==> config.mk <==
export PLATFORM = sky130hd
export DESIGN_NAME = lottery_slot_picker_core
export DESIGN_NICKNAME = d
export VERILOG_FILES = /design/src/lsp_pkg.sv /design/src/lsp_ram.sv /design/src/lsp_dp.sv /design/src/lottery_slot_picker_core.sv
export SDC_FILE = /design/constraint.sdc
export NUM_CORES = 1
export LEC_CHECK = 0
export BUFFER_PORTS_ARGS = -buffer_cell sky130_fd_sc_hd__buf_2
export CAP_MARGIN = 25
export CORE_MARGIN = 2
export CORE_UTILIZATION = 56
export DETAILED_ROUTE_END_ITERATION = 8
export HOLD_SLACK_MARGIN = 0.12
export PLACE_DENSITY_LB_ADDON = 0.1
export SYNTH_ARGS = -nofsm -noshare
export SYNTH_HDL_FRONTEND = slang
export SYNTH_SLANG_ARGS = --single-unit
export TNS_END_PERCENT = 100
==> constraint.sdc <==
create_clock -name clk -period 6.6 [get_ports clk]
set_clock_uncertainty 0.2 [all_clocks]
set_input_delay 0.33 -clock clk [delete_from_list [all_inputs] [get_ports clk]]
set_output_delay 0.33 -clock clk [all_outputs]
set_load 0.02 [all_outputs]
==> src/lsp_pkg.sv <==
`default_nettype none

package lsp_pkg;

	// defaults for the top level parameters
	localparam int SLOTS_DEF       = 64;
	localparam int TICKET_BITS_DEF = 16;

	// fixed field widths
	localparam int MODE_W        = 2;
	localparam int SLOT_FIELD_W  = 6;
	localparam int TICKET_IN_W   = 16;
	localparam int RND_W         = 31;
	localparam int TOTAL_W       = 22;
	localparam int STEP_W        = $clog2(RND_W);

	localparam logic [TOTAL_W-1:0] TOTAL_MAX = {TOTAL_W{1'b1}};

	// item modes
	localparam logic [MODE_W-1:0] MODE_TICKETS = 2'd0;
	localparam logic [MODE_W-1:0] MODE_ELIG    = 2'd1;
	localparam logic [MODE_W-1:0] MODE_DRAW    = 2'd2;

	// datapath operations
	localparam logic [2:0] DP_NOP  = 3'd0;
	localparam logic [2:0] DP_CLR  = 3'd1;
	localparam logic [2:0] DP_SUM  = 3'd2;
	localparam logic [2:0] DP_LOAD = 3'd3;
	localparam logic [2:0] DP_MOD  = 3'd4;
	localparam logic [2:0] DP_WALK = 3'd5;

	typedef struct packed {
		logic [2:0] op;
		logic       vld;
	} lsp_dp_ctl_t;

	typedef struct packed {
		logic hit;
		logic zero;
	} lsp_dp_sts_t;

endpackage

`default_nettype wire

==> src/lsp_ram.sv <==
`default_nettype none

module lsp_ram #(
	parameter int DEPTH = 64,
	parameter int WIDTH = 16,
	parameter int AW    = $clog2(DEPTH)
) (
	input  wire logic             clk,
	input  wire logic             we,
	input  wire logic [AW-1:0]    waddr,
	input  wire logic [WIDTH-1:0] wdata,
	input  wire logic [AW-1:0]    raddr,
	output logic      [WIDTH-1:0] rdata
);

	logic [WIDTH-1:0] mem_q [DEPTH];

	always_ff @(posedge clk) begin
		if (we) begin
			mem_q[waddr] <= wdata;
		end
		rdata <= mem_q[raddr];
	end

endmodule

`default_nettype wire

==> src/lsp_dp.sv <==
`default_nettype none

module lsp_dp #(
	parameter int TICKET_BITS = 16,
	parameter int SLOT_W      = 6,
	parameter int TW          = TICKET_BITS + SLOT_W
) (
	input  wire logic                     clk,
	input  wire lsp_pkg::lsp_dp_ctl_t     ctl,
	input  wire logic [TICKET_BITS-1:0]   tk,
	input  wire logic                     el,
	input  wire logic [lsp_pkg::RND_W-1:0] rnd,
	output lsp_pkg::lsp_dp_sts_t          sts,
	output logic      [TW-1:0]            total
);

	import lsp_pkg::*;

	logic [TW-1:0]    acc_q;
	logic [TW-1:0]    tot_q;
	logic [TW-1:0]    rem_q;
	logic [RND_W-1:0] rnd_q;

	logic [TW-1:0]    add_sum;
	logic [TW:0]      min_v;
	logic [TW-1:0]    sub_v;
	logic [TW+1:0]    diff;
	logic             borrow;
	logic             take;

	// one adder, shared by sum and walk, and one subtract/compare, shared by modulo and walk
	assign add_sum = acc_q + TW'(tk);
	assign take    = ctl.vld && el;

	always_comb begin
		if (ctl.op == DP_MOD) begin
			min_v = {rem_q, rnd_q[RND_W-1]};
			sub_v = tot_q;
		end else begin
			min_v = {1'b0, rem_q};
			sub_v = add_sum;
		end
	end

	assign diff   = {1'b0, min_v} - {2'b00, sub_v};
	assign borrow = diff[TW+1];

	// walk: draw < running sum means this slot wins
	assign sts.hit  = (ctl.op == DP_WALK) && take && borrow;
	assign sts.zero = (acc_q == '0);
	assign total    = tot_q;

	always_ff @(posedge clk) begin
		case (ctl.op)
			DP_CLR: begin
				acc_q <= '0;
				rnd_q <= rnd;
			end
			DP_SUM: begin
				if (take) begin
					acc_q <= add_sum;
				end
			end
			DP_LOAD: begin
				tot_q <= acc_q;
				acc_q <= '0;
				rem_q <= '0;
			end
			DP_MOD: begin
				// restoring step, one quotient bit per cycle
				rem_q <= borrow ? min_v[TW-1:0] : diff[TW-1:0];
				rnd_q <= {rnd_q[RND_W-2:0], 1'b0};
			end
			DP_WALK: begin
				if (take) begin
					acc_q <= add_sum;
				end
			end
			default: begin
			end
		endcase
	end

endmodule

`default_nettype wire

==> src/lottery_slot_picker_core.sv <==
`default_nettype none

// channel   signals                 payload
// input     in_valid / in_stall     mode, slot, ticket_count, eligible, random_word
// output    out_valid / out_stall   winner_slot, winner_valid, total_tickets
//
// ticket and eligible writes go from accept through the done state to the result register.
// a draw is a sum pass over the ticket memory, 31 steps of the shared subtract
// unit for the modulo, then a walk pass that stops at the winner; the single
// memory read port sets the passes.
// after reset a clearing pass over every slot zeroes both memories, in_stall high.
// a finished result waits in the output register while the next item is accepted.

module lottery_slot_picker_core #(
	parameter int SLOTS       = lsp_pkg::SLOTS_DEF,
	parameter int TICKET_BITS = lsp_pkg::TICKET_BITS_DEF
) (
	input  wire logic                             clk,
	input  wire logic                             arst_n,
	input  wire logic                             in_valid,
	output logic                                  in_stall,
	input  wire logic [lsp_pkg::MODE_W-1:0]       mode,
	input  wire logic [lsp_pkg::SLOT_FIELD_W-1:0] slot,
	input  wire logic [lsp_pkg::TICKET_IN_W-1:0]  ticket_count,
	input  wire logic                             eligible,
	input  wire logic [lsp_pkg::RND_W-1:0]        random_word,
	output logic                                  out_valid,
	input  wire logic                             out_stall,
	output logic      [lsp_pkg::SLOT_FIELD_W-1:0] winner_slot,
	output logic                                  winner_valid,
	output logic      [lsp_pkg::TOTAL_W-1:0]      total_tickets
);

	import lsp_pkg::*;

	localparam int SLOT_W = $clog2(SLOTS);
	localparam int CNT_W  = $clog2(SLOTS + 1);
	localparam int TW     = TICKET_BITS + SLOT_W;
	localparam int CW     = (TW > TOTAL_W) ? TW : TOTAL_W;
	localparam int CMP_W  = (SLOT_FIELD_W > CNT_W) ? SLOT_FIELD_W : CNT_W;

	localparam logic [2:0] S_CLEAR = 3'd0;
	localparam logic [2:0] S_IDLE  = 3'd1;
	localparam logic [2:0] S_SUM   = 3'd2;
	localparam logic [2:0] S_MOD   = 3'd3;
	localparam logic [2:0] S_WALK  = 3'd4;
	localparam logic [2:0] S_DONE  = 3'd5;

	logic [2:0]              state_q;
	logic [CNT_W-1:0]        cnt_q;
	logic [STEP_W-1:0]       step_q;
	logic                    rd_vld_s1;
	logic [SLOT_W-1:0]       rd_idx_s1;
	logic [SLOT_FIELD_W-1:0] cur_slot_q;
	logic                    cur_valid_q;
	logic [TOTAL_W-1:0]      last_total_q;
	logic                    rep_q;
	logic                    out_valid_q;
	logic [SLOT_FIELD_W-1:0] out_slot_q;
	logic                    out_flag_q;
	logic [TOTAL_W-1:0]      out_total_q;

	logic                    accept;
	logic                    in_range;
	logic [SLOT_W-1:0]       slot_idx;
	logic                    reading;
	logic                    issue;
	logic                    pass_done;
	logic                    out_free;
	logic                    clearing;

	logic                    tk_we;
	logic                    el_we;
	logic [SLOT_W-1:0]       waddr;
	logic [TICKET_BITS-1:0]  tk_wdata;
	logic                    el_wdata;
	logic [TICKET_BITS-1:0]  tk_rdata;
	logic                    el_rdata;

	lsp_dp_ctl_t             dp_ctl;
	lsp_dp_sts_t             dp_sts;
	logic [TW-1:0]           dp_total;
	logic [CW-1:0]           tot_ext;
	logic [TOTAL_W-1:0]      tot_sat;

	assign in_stall = (state_q != S_IDLE);
	assign accept   = in_valid && !in_stall;
	assign in_range = (CMP_W'(slot) < CMP_W'(SLOTS));
	assign slot_idx = SLOT_W'(slot);

	assign reading   = (state_q == S_SUM) || (state_q == S_WALK);
	assign issue     = reading && (cnt_q != CNT_W'(SLOTS));
	assign pass_done = reading && !issue && !rd_vld_s1;
	assign out_free  = !out_valid_q || !out_stall;
	assign clearing  = (state_q == S_CLEAR);

	assign tk_we    = clearing || (accept && (mode == MODE_TICKETS) && in_range);
	assign el_we    = clearing || (accept && (mode == MODE_ELIG) && in_range);
	assign waddr    = clearing ? cnt_q[SLOT_W-1:0] : slot_idx;
	assign tk_wdata = clearing ? '0 : TICKET_BITS'(ticket_count);
	assign el_wdata = clearing ? 1'b0 : eligible;

	lsp_ram #(
		.DEPTH (SLOTS),
		.WIDTH (TICKET_BITS),
		.AW    (SLOT_W)
	) u_tk_ram (
		.clk   (clk),
		.we    (tk_we),
		.waddr (waddr),
		.wdata (tk_wdata),
		.raddr (cnt_q[SLOT_W-1:0]),
		.rdata (tk_rdata)
	);

	lsp_ram #(
		.DEPTH (SLOTS),
		.WIDTH (1),
		.AW    (SLOT_W)
	) u_el_ram (
		.clk   (clk),
		.we    (el_we),
		.waddr (waddr),
		.wdata (el_wdata),
		.raddr (cnt_q[SLOT_W-1:0]),
		.rdata (el_rdata)
	);

	always_comb begin
		dp_ctl.vld = rd_vld_s1;
		case (state_q)
			S_IDLE:  dp_ctl.op = (accept && (mode == MODE_DRAW)) ? DP_CLR : DP_NOP;
			S_SUM: begin
				if (pass_done) begin
					dp_ctl.op = dp_sts.zero ? DP_NOP : DP_LOAD;
				end else begin
					dp_ctl.op = DP_SUM;
				end
			end
			S_MOD:   dp_ctl.op = DP_MOD;
			S_WALK:  dp_ctl.op = DP_WALK;
			default: dp_ctl.op = DP_NOP;
		endcase
	end

	lsp_dp #(
		.TICKET_BITS (TICKET_BITS),
		.SLOT_W      (SLOT_W),
		.TW          (TW)
	) u_dp (
		.clk   (clk),
		.ctl   (dp_ctl),
		.tk    (tk_rdata),
		.el    (el_rdata),
		.rnd   (random_word),
		.sts   (dp_sts),
		.total (dp_total)
	);

	// reported total saturates at the field width
	assign tot_ext = CW'(dp_total);
	assign tot_sat = (tot_ext > CW'(TOTAL_MAX)) ? TOTAL_MAX : tot_ext[TOTAL_W-1:0];

	always_ff @(posedge clk) begin
		rd_idx_s1 <= cnt_q[SLOT_W-1:0];
		if (state_q == S_DONE && out_free) begin
			out_slot_q  <= cur_slot_q;
			out_flag_q  <= rep_q;
			out_total_q <= last_total_q;
		end
	end

	always_ff @(posedge clk or negedge arst_n) begin
		if (!arst_n) begin
			state_q      <= S_CLEAR;
			cnt_q        <= '0;
			step_q       <= '0;
			rd_vld_s1    <= 1'b0;
			cur_slot_q   <= '0;
			cur_valid_q  <= 1'b0;
			last_total_q <= '0;
			rep_q        <= 1'b0;
			out_valid_q  <= 1'b0;
		end else begin
			rd_vld_s1 <= issue;
			if (issue) begin
				cnt_q <= cnt_q + 1'b1;
			end

			if (state_q == S_DONE && out_free) begin
				out_valid_q <= 1'b1;
			end else if (!out_stall) begin
				out_valid_q <= 1'b0;
			end

			case (state_q)
				S_CLEAR: begin
					if (cnt_q == CNT_W'(SLOTS - 1)) begin
						cnt_q   <= '0;
						state_q <= S_IDLE;
					end else begin
						cnt_q <= cnt_q + 1'b1;
					end
				end
				S_IDLE: begin
					if (accept) begin
						if (mode == MODE_DRAW) begin
							cnt_q   <= '0;
							state_q <= S_SUM;
						end else begin
							rep_q   <= cur_valid_q;
							state_q <= S_DONE;
						end
					end
				end
				S_SUM: begin
					if (pass_done) begin
						cnt_q <= '0;
						if (dp_sts.zero) begin
							// empty draw keeps the current slot
							last_total_q <= '0;
							rep_q        <= 1'b0;
							state_q      <= S_DONE;
						end else begin
							step_q  <= '0;
							state_q <= S_MOD;
						end
					end
				end
				S_MOD: begin
					last_total_q <= tot_sat;
					if (step_q == STEP_W'(RND_W - 1)) begin
						state_q <= S_WALK;
					end else begin
						step_q <= step_q + 1'b1;
					end
				end
				S_WALK: begin
					if (dp_sts.hit) begin
						cur_slot_q  <= SLOT_FIELD_W'(rd_idx_s1);
						cur_valid_q <= 1'b1;
						rep_q       <= 1'b1;
						state_q     <= S_DONE;
					end else if (pass_done) begin
						rep_q   <= 1'b0;
						state_q <= S_DONE;
					end
				end
				S_DONE: begin
					if (out_free) begin
						state_q <= S_IDLE;
					end
				end
				default: begin
					state_q <= S_IDLE;
				end
			endcase
		end
	end

	assign out_valid     = out_valid_q;
	assign winner_slot   = out_slot_q;
	assign winner_valid  = out_flag_q;
	assign total_tickets = out_total_q;

endmodule

`default_nettype wire

## Word level (Yosys, flattened, before mapping)

Memories as Yosys holds them, arrays and structs flattened. A register that Yosys moved wholly into a read port is not among the register bits.
Cells that the tools add are included.

| storage, ports and cells | value |
|---|---|
| output and inout bits | 31 |
| bits in latches | 0 |
| input bits | 60 |
| RAM bits | 1088 |
| register bits after elaboration | 179 |
| memories kept | 2 |
| bits in read-only memories | 0 |

| operators by class | value |
|---|---|
| divide/modulo/power cells | 0 |
| equal/unequal tests | 28 |
| multipliers | 0 |
| shift-type cells | 0 |
| bitwise logic cells | 0 |
| magnitude comparators | 1 |
| add/subtract/negate cells | 4 |
| mux-type cells | 51 |
| reduce and logical (&&, ||, !) cells | 36 |

Memory list:

| memory | depth | width | rd ports | clocked after Yosys merged registers in | wr ports | RTL line | RTL |
|---|---|---|---|---|---|---|---|
| u_tk_ram.mem_q | 64 | 16 | 1 | 1 | 1 | lsp_ram.sv:16 | `logic [WIDTH-1:0] mem_q [DEPTH];` |
| u_el_ram.mem_q | 64 | 1 | 1 | 1 | 1 | lsp_ram.sv:16 |  |

Operator list:

| kind | number |
|---|---|
| two-way mux 22 bit | 6 |
| one-hot mux 22 bit (2 select lines) | 3 |
| one-hot mux 31 bit (2 select lines) | 1 |
| two-way mux 7 bit | 5 |
| two-way mux 3 bit | 9 |
| subtractor 23 x 22 -> 24 bit | 1 |
| two-way mux 23 bit | 1 |
| adder 22 x 16 -> 22 bit | 1 |
| greater-than comparator 22 bit (second input constant) | 1 |
| zero test 22 bit | 1 |
| one-hot mux 7 bit (3 select lines) | 1 |
| one-hot mux 3 bit (6 select lines) | 1 |
| two-way mux 16 bit | 1 |
| inequality test 2 bit (second input constant) | 8 |
| two-way mux 5 bit | 3 |
| two-way mux 1 bit | 14 |
| == test 3 x 2 -> 1 bit (second input constant) | 4 |
| == test 3 bit (second input constant) | 4 |
| one-hot mux 3 bit (4 select lines) | 1 |
| AND reduction 6 bit | 2 |
| logical AND 1 bit | 11 |
| one-hot mux 5 bit (2 select lines) | 1 |
| nonzero test 2 bit | 4 |
| adder 7 x 1 -> 7 bit (second input constant) | 1 |
| other kinds (22) | 35 |

## Longest topological paths before layout

| logic depth | value |
|---|---|
| depth after elaboration | 14 |
| depth in mapped cells | 23 |
| depth with buffers taken out | 22 |

## Cells and area by module

A second synthesis with hierarchy kept.

| second synthesis, totals | value |
|---|---|
| cell total of the unflattened synthesis | 3023 |
| area total of the unflattened synthesis | 52933.3 sq um |

By module, submodules not included:

| module | area each (sq um) | sequential area each (sq um) | cells each | times used |
|---|---|---|---|---|
| lsp_ram (u_tk_ram) | 40042.2 | 31069.8 | 1829 | 1 |
| lsp_dp | 6462.4 | 2912.8 | 703 | 1 |
| lottery_slot_picker_core | 3514.6 | 2167.1 | 287 | 1 |
| lsp_ram (u_el_ram) | 2914.0 | 1941.9 | 204 | 1 |

## Worst setup path before layout

Ideal clock, no wire load.

| timing | value |
|---|---|
| kind | reg2reg |
| from | register cnt_q[0] |
| to | register u_dp.acc_q[0], enable pin |
| arrival time | 5.812 ns |
| clock period less this slack | 6.444 ns |
| setup slack | 0.156 ns |
| data required time | 5.968 ns |
| cell stages (with the launch flop) | 12 |
| path buffers | 3 |
| cell sequence | dfrtp_1 > clkbuf_1 > buf_1 > clkbuf_1 > inv_1 > ha_1 > nand2_1 > nor4_1 > nand2b_1 > nor4_1 > a31oi_1 > o21ai_0 |

| on the way | value |
|---|---|
| cells in the longest elaborated chain, start to end | 11 |
| elaborated cells between the ends (all ways) | 16 |

RTL lines:

| element | RTL line | RTL |
|---|---|---|
| start, declared | lottery_slot_picker_core.sv:50 | `logic [CNT_W-1:0] cnt_q;` |
| start signal, assigned | lottery_slot_picker_core.sv:187 | `cnt_q <= cnt_q + 1'b1;` |
| start signal, assigned | lottery_slot_picker_core.sv:202 | `cnt_q <= cnt_q + 1'b1;` |
| inequality test 7 bit * | lottery_slot_picker_core.sv:92 | `assign issue = reading && (cnt_q != CNT_W'(SLOTS));` |
| logical AND 1 bit * | lottery_slot_picker_core.sv:92 |  |
| zero test 1 bit * | lottery_slot_picker_core.sv:93 | `assign pass_done = reading && !issue && !rd_vld_s1;` |
| logical AND 1 bit * (2 in a row) | lottery_slot_picker_core.sv:93 |  |
| two-way mux 2 bit * | lottery_slot_picker_core.sv:134 | `if (pass_done) begin` |
| one-hot mux 3 bit (4 select lines) * | lottery_slot_picker_core.sv:131 | `case (state_q)` |
| == test 3 x 2 -> 1 bit (tied with other cells) | lsp_dp.sv:54 | `case (ctl.op)` |
| OR reduction 2 bit (no line) | n/a |  |
| inequality test 2 x 1 -> 1 bit (no line) or nonzero test 2 bit (tied branches) | n/a |  |
| AND reduction 2 bit (no line) * | n/a |  |
| end signal, assigned | lsp_dp.sv:61 | `acc_q <= add_sum;` |
| end signal, assigned | lsp_dp.sv:76 | `acc_q <= add_sum;` |
| end, declared | lsp_dp.sv:19 | `logic [TW-1:0] acc_q;` |

Every way passes the cells marked *; elsewhere a longest branch is shown, timed or not.
A chain may end at the register's enable or synchronous reset.

## Final worst setup path

| timing | value |
|---|---|
| from | register u_dp.acc_q[0] |
| to | register cur_slot_q[0] |

| on the way | value |
|---|---|
| cells in the longest elaborated chain, start to end | 9 |
| elaborated cells between the ends (all ways) | 13 |

RTL lines:

| element | RTL line | RTL |
|---|---|---|
| zero test 22 bit | lsp_dp.sv:50 | `assign sts.zero = (acc_q == '0);` |
| two-way mux 2 bit | lottery_slot_picker_core.sv:135 | `dp_ctl.op = dp_sts.zero ? DP_NOP : DP_LOAD;` |
| two-way mux 2 bit | lottery_slot_picker_core.sv:134 |  |
| one-hot mux 3 bit (4 select lines) | lottery_slot_picker_core.sv:131 |  |
| == test 3 bit | lsp_dp.sv:36 | `if (ctl.op == DP_MOD) begin` |
| two-way mux 23 bit or two-way mux 22 bit (tied branches) | lsp_dp.sv:36 |  |
| subtractor 23 x 22 -> 24 bit | lsp_dp.sv:45 | `assign diff = {1'b0, min_v} - {2'b00, sub_v};` |
| logical AND 1 bit * | lsp_dp.sv:49 | `assign sts.hit = (ctl.op == DP_WALK) && take && borrow;` |
| AND reduction 2 bit (no line) * | n/a |  |
| end signal, assigned | lottery_slot_picker_core.sv:240 | `cur_slot_q <= SLOT_FIELD_W'(rd_idx_s1);` |
| end, declared | lottery_slot_picker_core.sv:54 | `logic [SLOT_FIELD_W-1:0] cur_slot_q;` |

Marked as above.

==> qor.yml <==
run_status:
  status: "completed"
worst_hold_path:
  holdCritStartpoint: "ticket_count[14]"
  holdPathEnd: "u_tk_ram.mem_q[43][14]$_DFFE_PP_"
  hold_depth: 2
  hold_class: "in2reg"
route:
  drtIter0Drc: 3215
  dr.pass1.iters: 6
  route.detailed.drc: 0
  wirelength_mm: 123.6
  vias: 27390
  wl_per_cell_um: 28.51
  avgViaCountPerCell: 6.316
  antenna_left: 0
global_route:
  busiest_layer: "met2"
  gr-usage-all-layers_pct: 26.55
  grt_max_degree: 144
  met2_usage_pct: 42.42
  grt_pass1_wl_mm: 181.6
  use_met3_pct: 4.549
  grt-ovfl-total: 0
  antenna_found_initial: 4
  use_met1_pct: 38.29
  grt_pass1_vias: 27210
cells_and_area:
  multi_input_area_um2: 13210
  fin_area_um2: 59120
  layout-drive-gt1-share_pct: 25.38
  nets: 3144
  synthToLayoutAreaGrowth_pct: 14.05
  fillers: 6181
  stdcell_count: 4336
  seqCellArea_um2: 38100
floorplanning:
  die_x_um: 308.2
  start_util_pct: 56.55
  floorplan.die_area_um2: 95020
  core_um2: 91660
  ios: 91
  dieHeight_um: 308.2
  row_count: 111
worst_setup_path:
  required_ps: 7010
  crit_top_cell: "a21oi_1"
  reg2reg_slack_ps: 850
  worst_path_max_delay_cell: "or4_1"
  path_class: "reg2reg"
  critPathLaunch: "u_dp.acc_q[0]$_SDFFCE_PN0P_"
  cp-end-kind: "flop"
  crit_fanout: 7
  rr_endpoint: "cur_slot_q[0]$_DFFE_PN0P_"
  arrival_ps: 6160
  critical_path.max_stage_delay_ps: 590
  rr_worst_depth: 22
  crit_chain: "ha_1, fa_1, a21o_1, a21oi_1, o21bai_1, and2_1, o21ai_0, nand2b_1, a21oi_1, xor2_1, nor2_1, a21oi_1, ha_1, or4_1, or3_1, and3b_1, a221oi_2, buf_4, o21a_2, a31oi_4, nor4_4, mux2_2"
  path_buf_inv: 1
  startpoint_type: "flop"
  timing.rr.start: "u_dp.acc_q[0]$_SDFFCE_PN0P_"
  cp_top_family: "simple AND/OR/NAND/NOR gates"
sta:
  tightestPinTransition_ps: 1133
  hold_violations: 0
  max_freq_mhz: 174.0
  finalSetupViolCount: 0
  rsz0062_at_grt: "false"
  timing.setup.tns_ps: 0
  slew_headroom_pct: 24.44
  period_needed_ps: 5748
  slew_viol_final: 0
  fin_crit_sh_pct: 87.09
yosys:
  synth_top_cell_area_share_pct: 70.33
  synth_fp_nets: 2900
  seq_area_frac_synth_pct: 73.48
  synth_flop_cell: "edfxtp_1"
  synth-seq-cells: 1284
  synth_largest_area_cell: "edfxtp_1"
  yosys_warnings: 0
  synth-edff-count: 1214
  syn_avg_cell_area_um2: 18.53
  async_flop_share_pct: 3.660
  synth_area_um2: 51840
  synth.distinct_cells: 68
  synthesis.instances: 2797
  synthTopCellsByArea: "edfxtp_1, mux4_2, dfrtp_1, nand2_1, nor2_1"
placement:
  dpl.cell_count: 4051
  port_buffers: 90
  place_area_um2: 54410
  place_congestion: 0.8683
  hpwlAfterDp_mm: 71.70
job:
  drv_cap: 0
power_and_ir_drop:
  ir_drop_mv: 0.2462
  leakage_uw: 0.01604
  powerDensity_nw_per_um2: 273.7
clocking:
  postCtsResizedCells: 0
  cts-buffers-inserted: 133
  cts.sinks: 1284
  insertion_delay_ps: 740
  cts_tree: "built"
  clk_pin_slew_ps: 60
  cts_max_level: 4
  cts_buffer_depth: 3
  clockRootBuffer: "clkbuf_16"
[cells by family (layout without fill, tap and decap cells)]
family / after synthesis / in the layout / share of synthesized area, %
XOR/XNOR: 33 / 33 / 0.5576
AND/OR/NAND/NOR: 605 / 605 / 5.052
buffers and inverters: 166 / 517 / 1.226
AO/OA/AOI/OAI: 276 / 276 / 3.541
adder cells (fa/ha/maj): 44 / 44 / 1.086
flip-flops: 1284 / 1284 / 73.48
other: 0 / 2 / 0
multiplexers: 389 / 389 / 15.05
[metal layers]
layer,vias up,share of wire (%)
li1,11720,-
met1,14240,41
met2,1230,49
met3,194,7.7
met4,4,2.4
met5,-,0.023
[cells in the final DEF (no fill, tap or decap), drive strengths merged, types with 11 or more instances in the layout]
cell type    count
a21o            17
nand2          253
a22o            15
dfxtp           23
mux2i           55
and2            24
dfrtp           47
o21ai           65
ha              41
buf            210
nor3            11
a21oi           73
mux2            24
a22oi           13
nand2b          11
clkbuf         168
inv             33
nand3           22
xor2            17
dlygate4sd3     40
nor2           216
xnor2           16
edfxtp        1214
clkinv          54
mux4           310
a221oi          15
[power by group]
part	total [uW]	switching, uW	leakage, uW	internal (uW)
combinational	63.1	29.4	0.00462	33.7
sequential	8780	0.0000000000000234	0.00931	8780
clock	7340	3070	0.00211	4260
total	16200	3100	0.0160	13100
[final cells by class]
type | instances | area share (%)
repair buffers | 250 | 3.285
diodes | 2 | 0.008466
inverters | 25 | 0.1587
multi-input cells | 1347 | 22.34
clock inverters | 74 | 1.107
well taps | 1186 | 2.510
clock buffers | 168 | 6.138
flip-flops and latches | 1284 | 64.45
[metrics by stage]
stage	total power [uW]	util [%]	setup slack [ps]	hold WS, ps
global route	16610	64.49	465.7	169.6
finish	16180	64.49	852.2	164.9
CTS	16300	64.46	894.1	125.5
global placement	8991	59.14	994.1	231.7
floorplan	8961	-	156.4	-165.6
detailed placement	8992	59.36	921.7	237.7
[how the worst max path moves through the flow]
stage / end / slack [ps] / cells past startpoint
floorplan: u_dp.acc_q[0]$_SDFFCE_PN0P_ / 160 / 11
global placement: cur_slot_q[4]$_DFFE_PN0P_ / 990 / 22
detailed placement: cur_slot_q[0]$_DFFE_PN0P_ / 920 / 22
CTS: cur_slot_q[0]$_DFFE_PN0P_ / 890 / 22
global route: cur_slot_q[1]$_DFFE_PN0P_ / 470 / 22
finish: cur_slot_q[0]$_DFFE_PN0P_ / 850 / 22
[cells in the mapped netlist, types with 5 or more instances]
master and count:
a22oi_1 13, nand3b_1 6, o21bai_1 5, o31ai_1 7, buf_2 7, a211oi_1 10, a22o_1 15, or2_2 6
a221oi_1 14, a21o_1 17, and2_1 24, dfxtp_1 23, mux2i_1 55, clkbuf_1 95, xor2_1 17, xnor2_1 16
mux4_2 310, o22ai_1 6, mux2_2 24, o21ai_0 65, nor2b_1 10, nor2_1 216, dfrtp_1 47, ha_1 41
nand3_1 22, or3_1 10, buf_1 38, a31oi_1 9, inv_1 25, nand2_1 253, nand4_1 7, a21oi_1 73
edfxtp_1 1214, nor3_1 11, nor4_1 9, nand2b_1 11, o211ai_1 7, and3_1 8
[flip-flops by register name, indices dropped and copies added, names as in the netlist, 3 cells and up]
| name | cells |
|---|---|
| u_dp.acc_q | 22 |
| u_dp.rem_q | 22 |
| step_q | 5 |
| cur_slot_q | 6 |
| state_q | 3 |
| u_el_ram.mem_q | 64 |
| winner_slot | 6 |
| u_tk_ram.mem_q | 1024 |
| last_total_q | 22 |
| cnt_q | 7 |
| total_tickets | 22 |
| u_dp.rnd_q | 31 |
| rd_idx_s1 | 6 |
| u_dp.total | 22 |
| u_tk_ram.rdata | 16 |
[repair_timing]
item	in CTS	in global routing
buffers inserted	0	0
endpoints found under the hold margin	149	47
hold buffers	39	1
(Power assumes the default switching activity.)
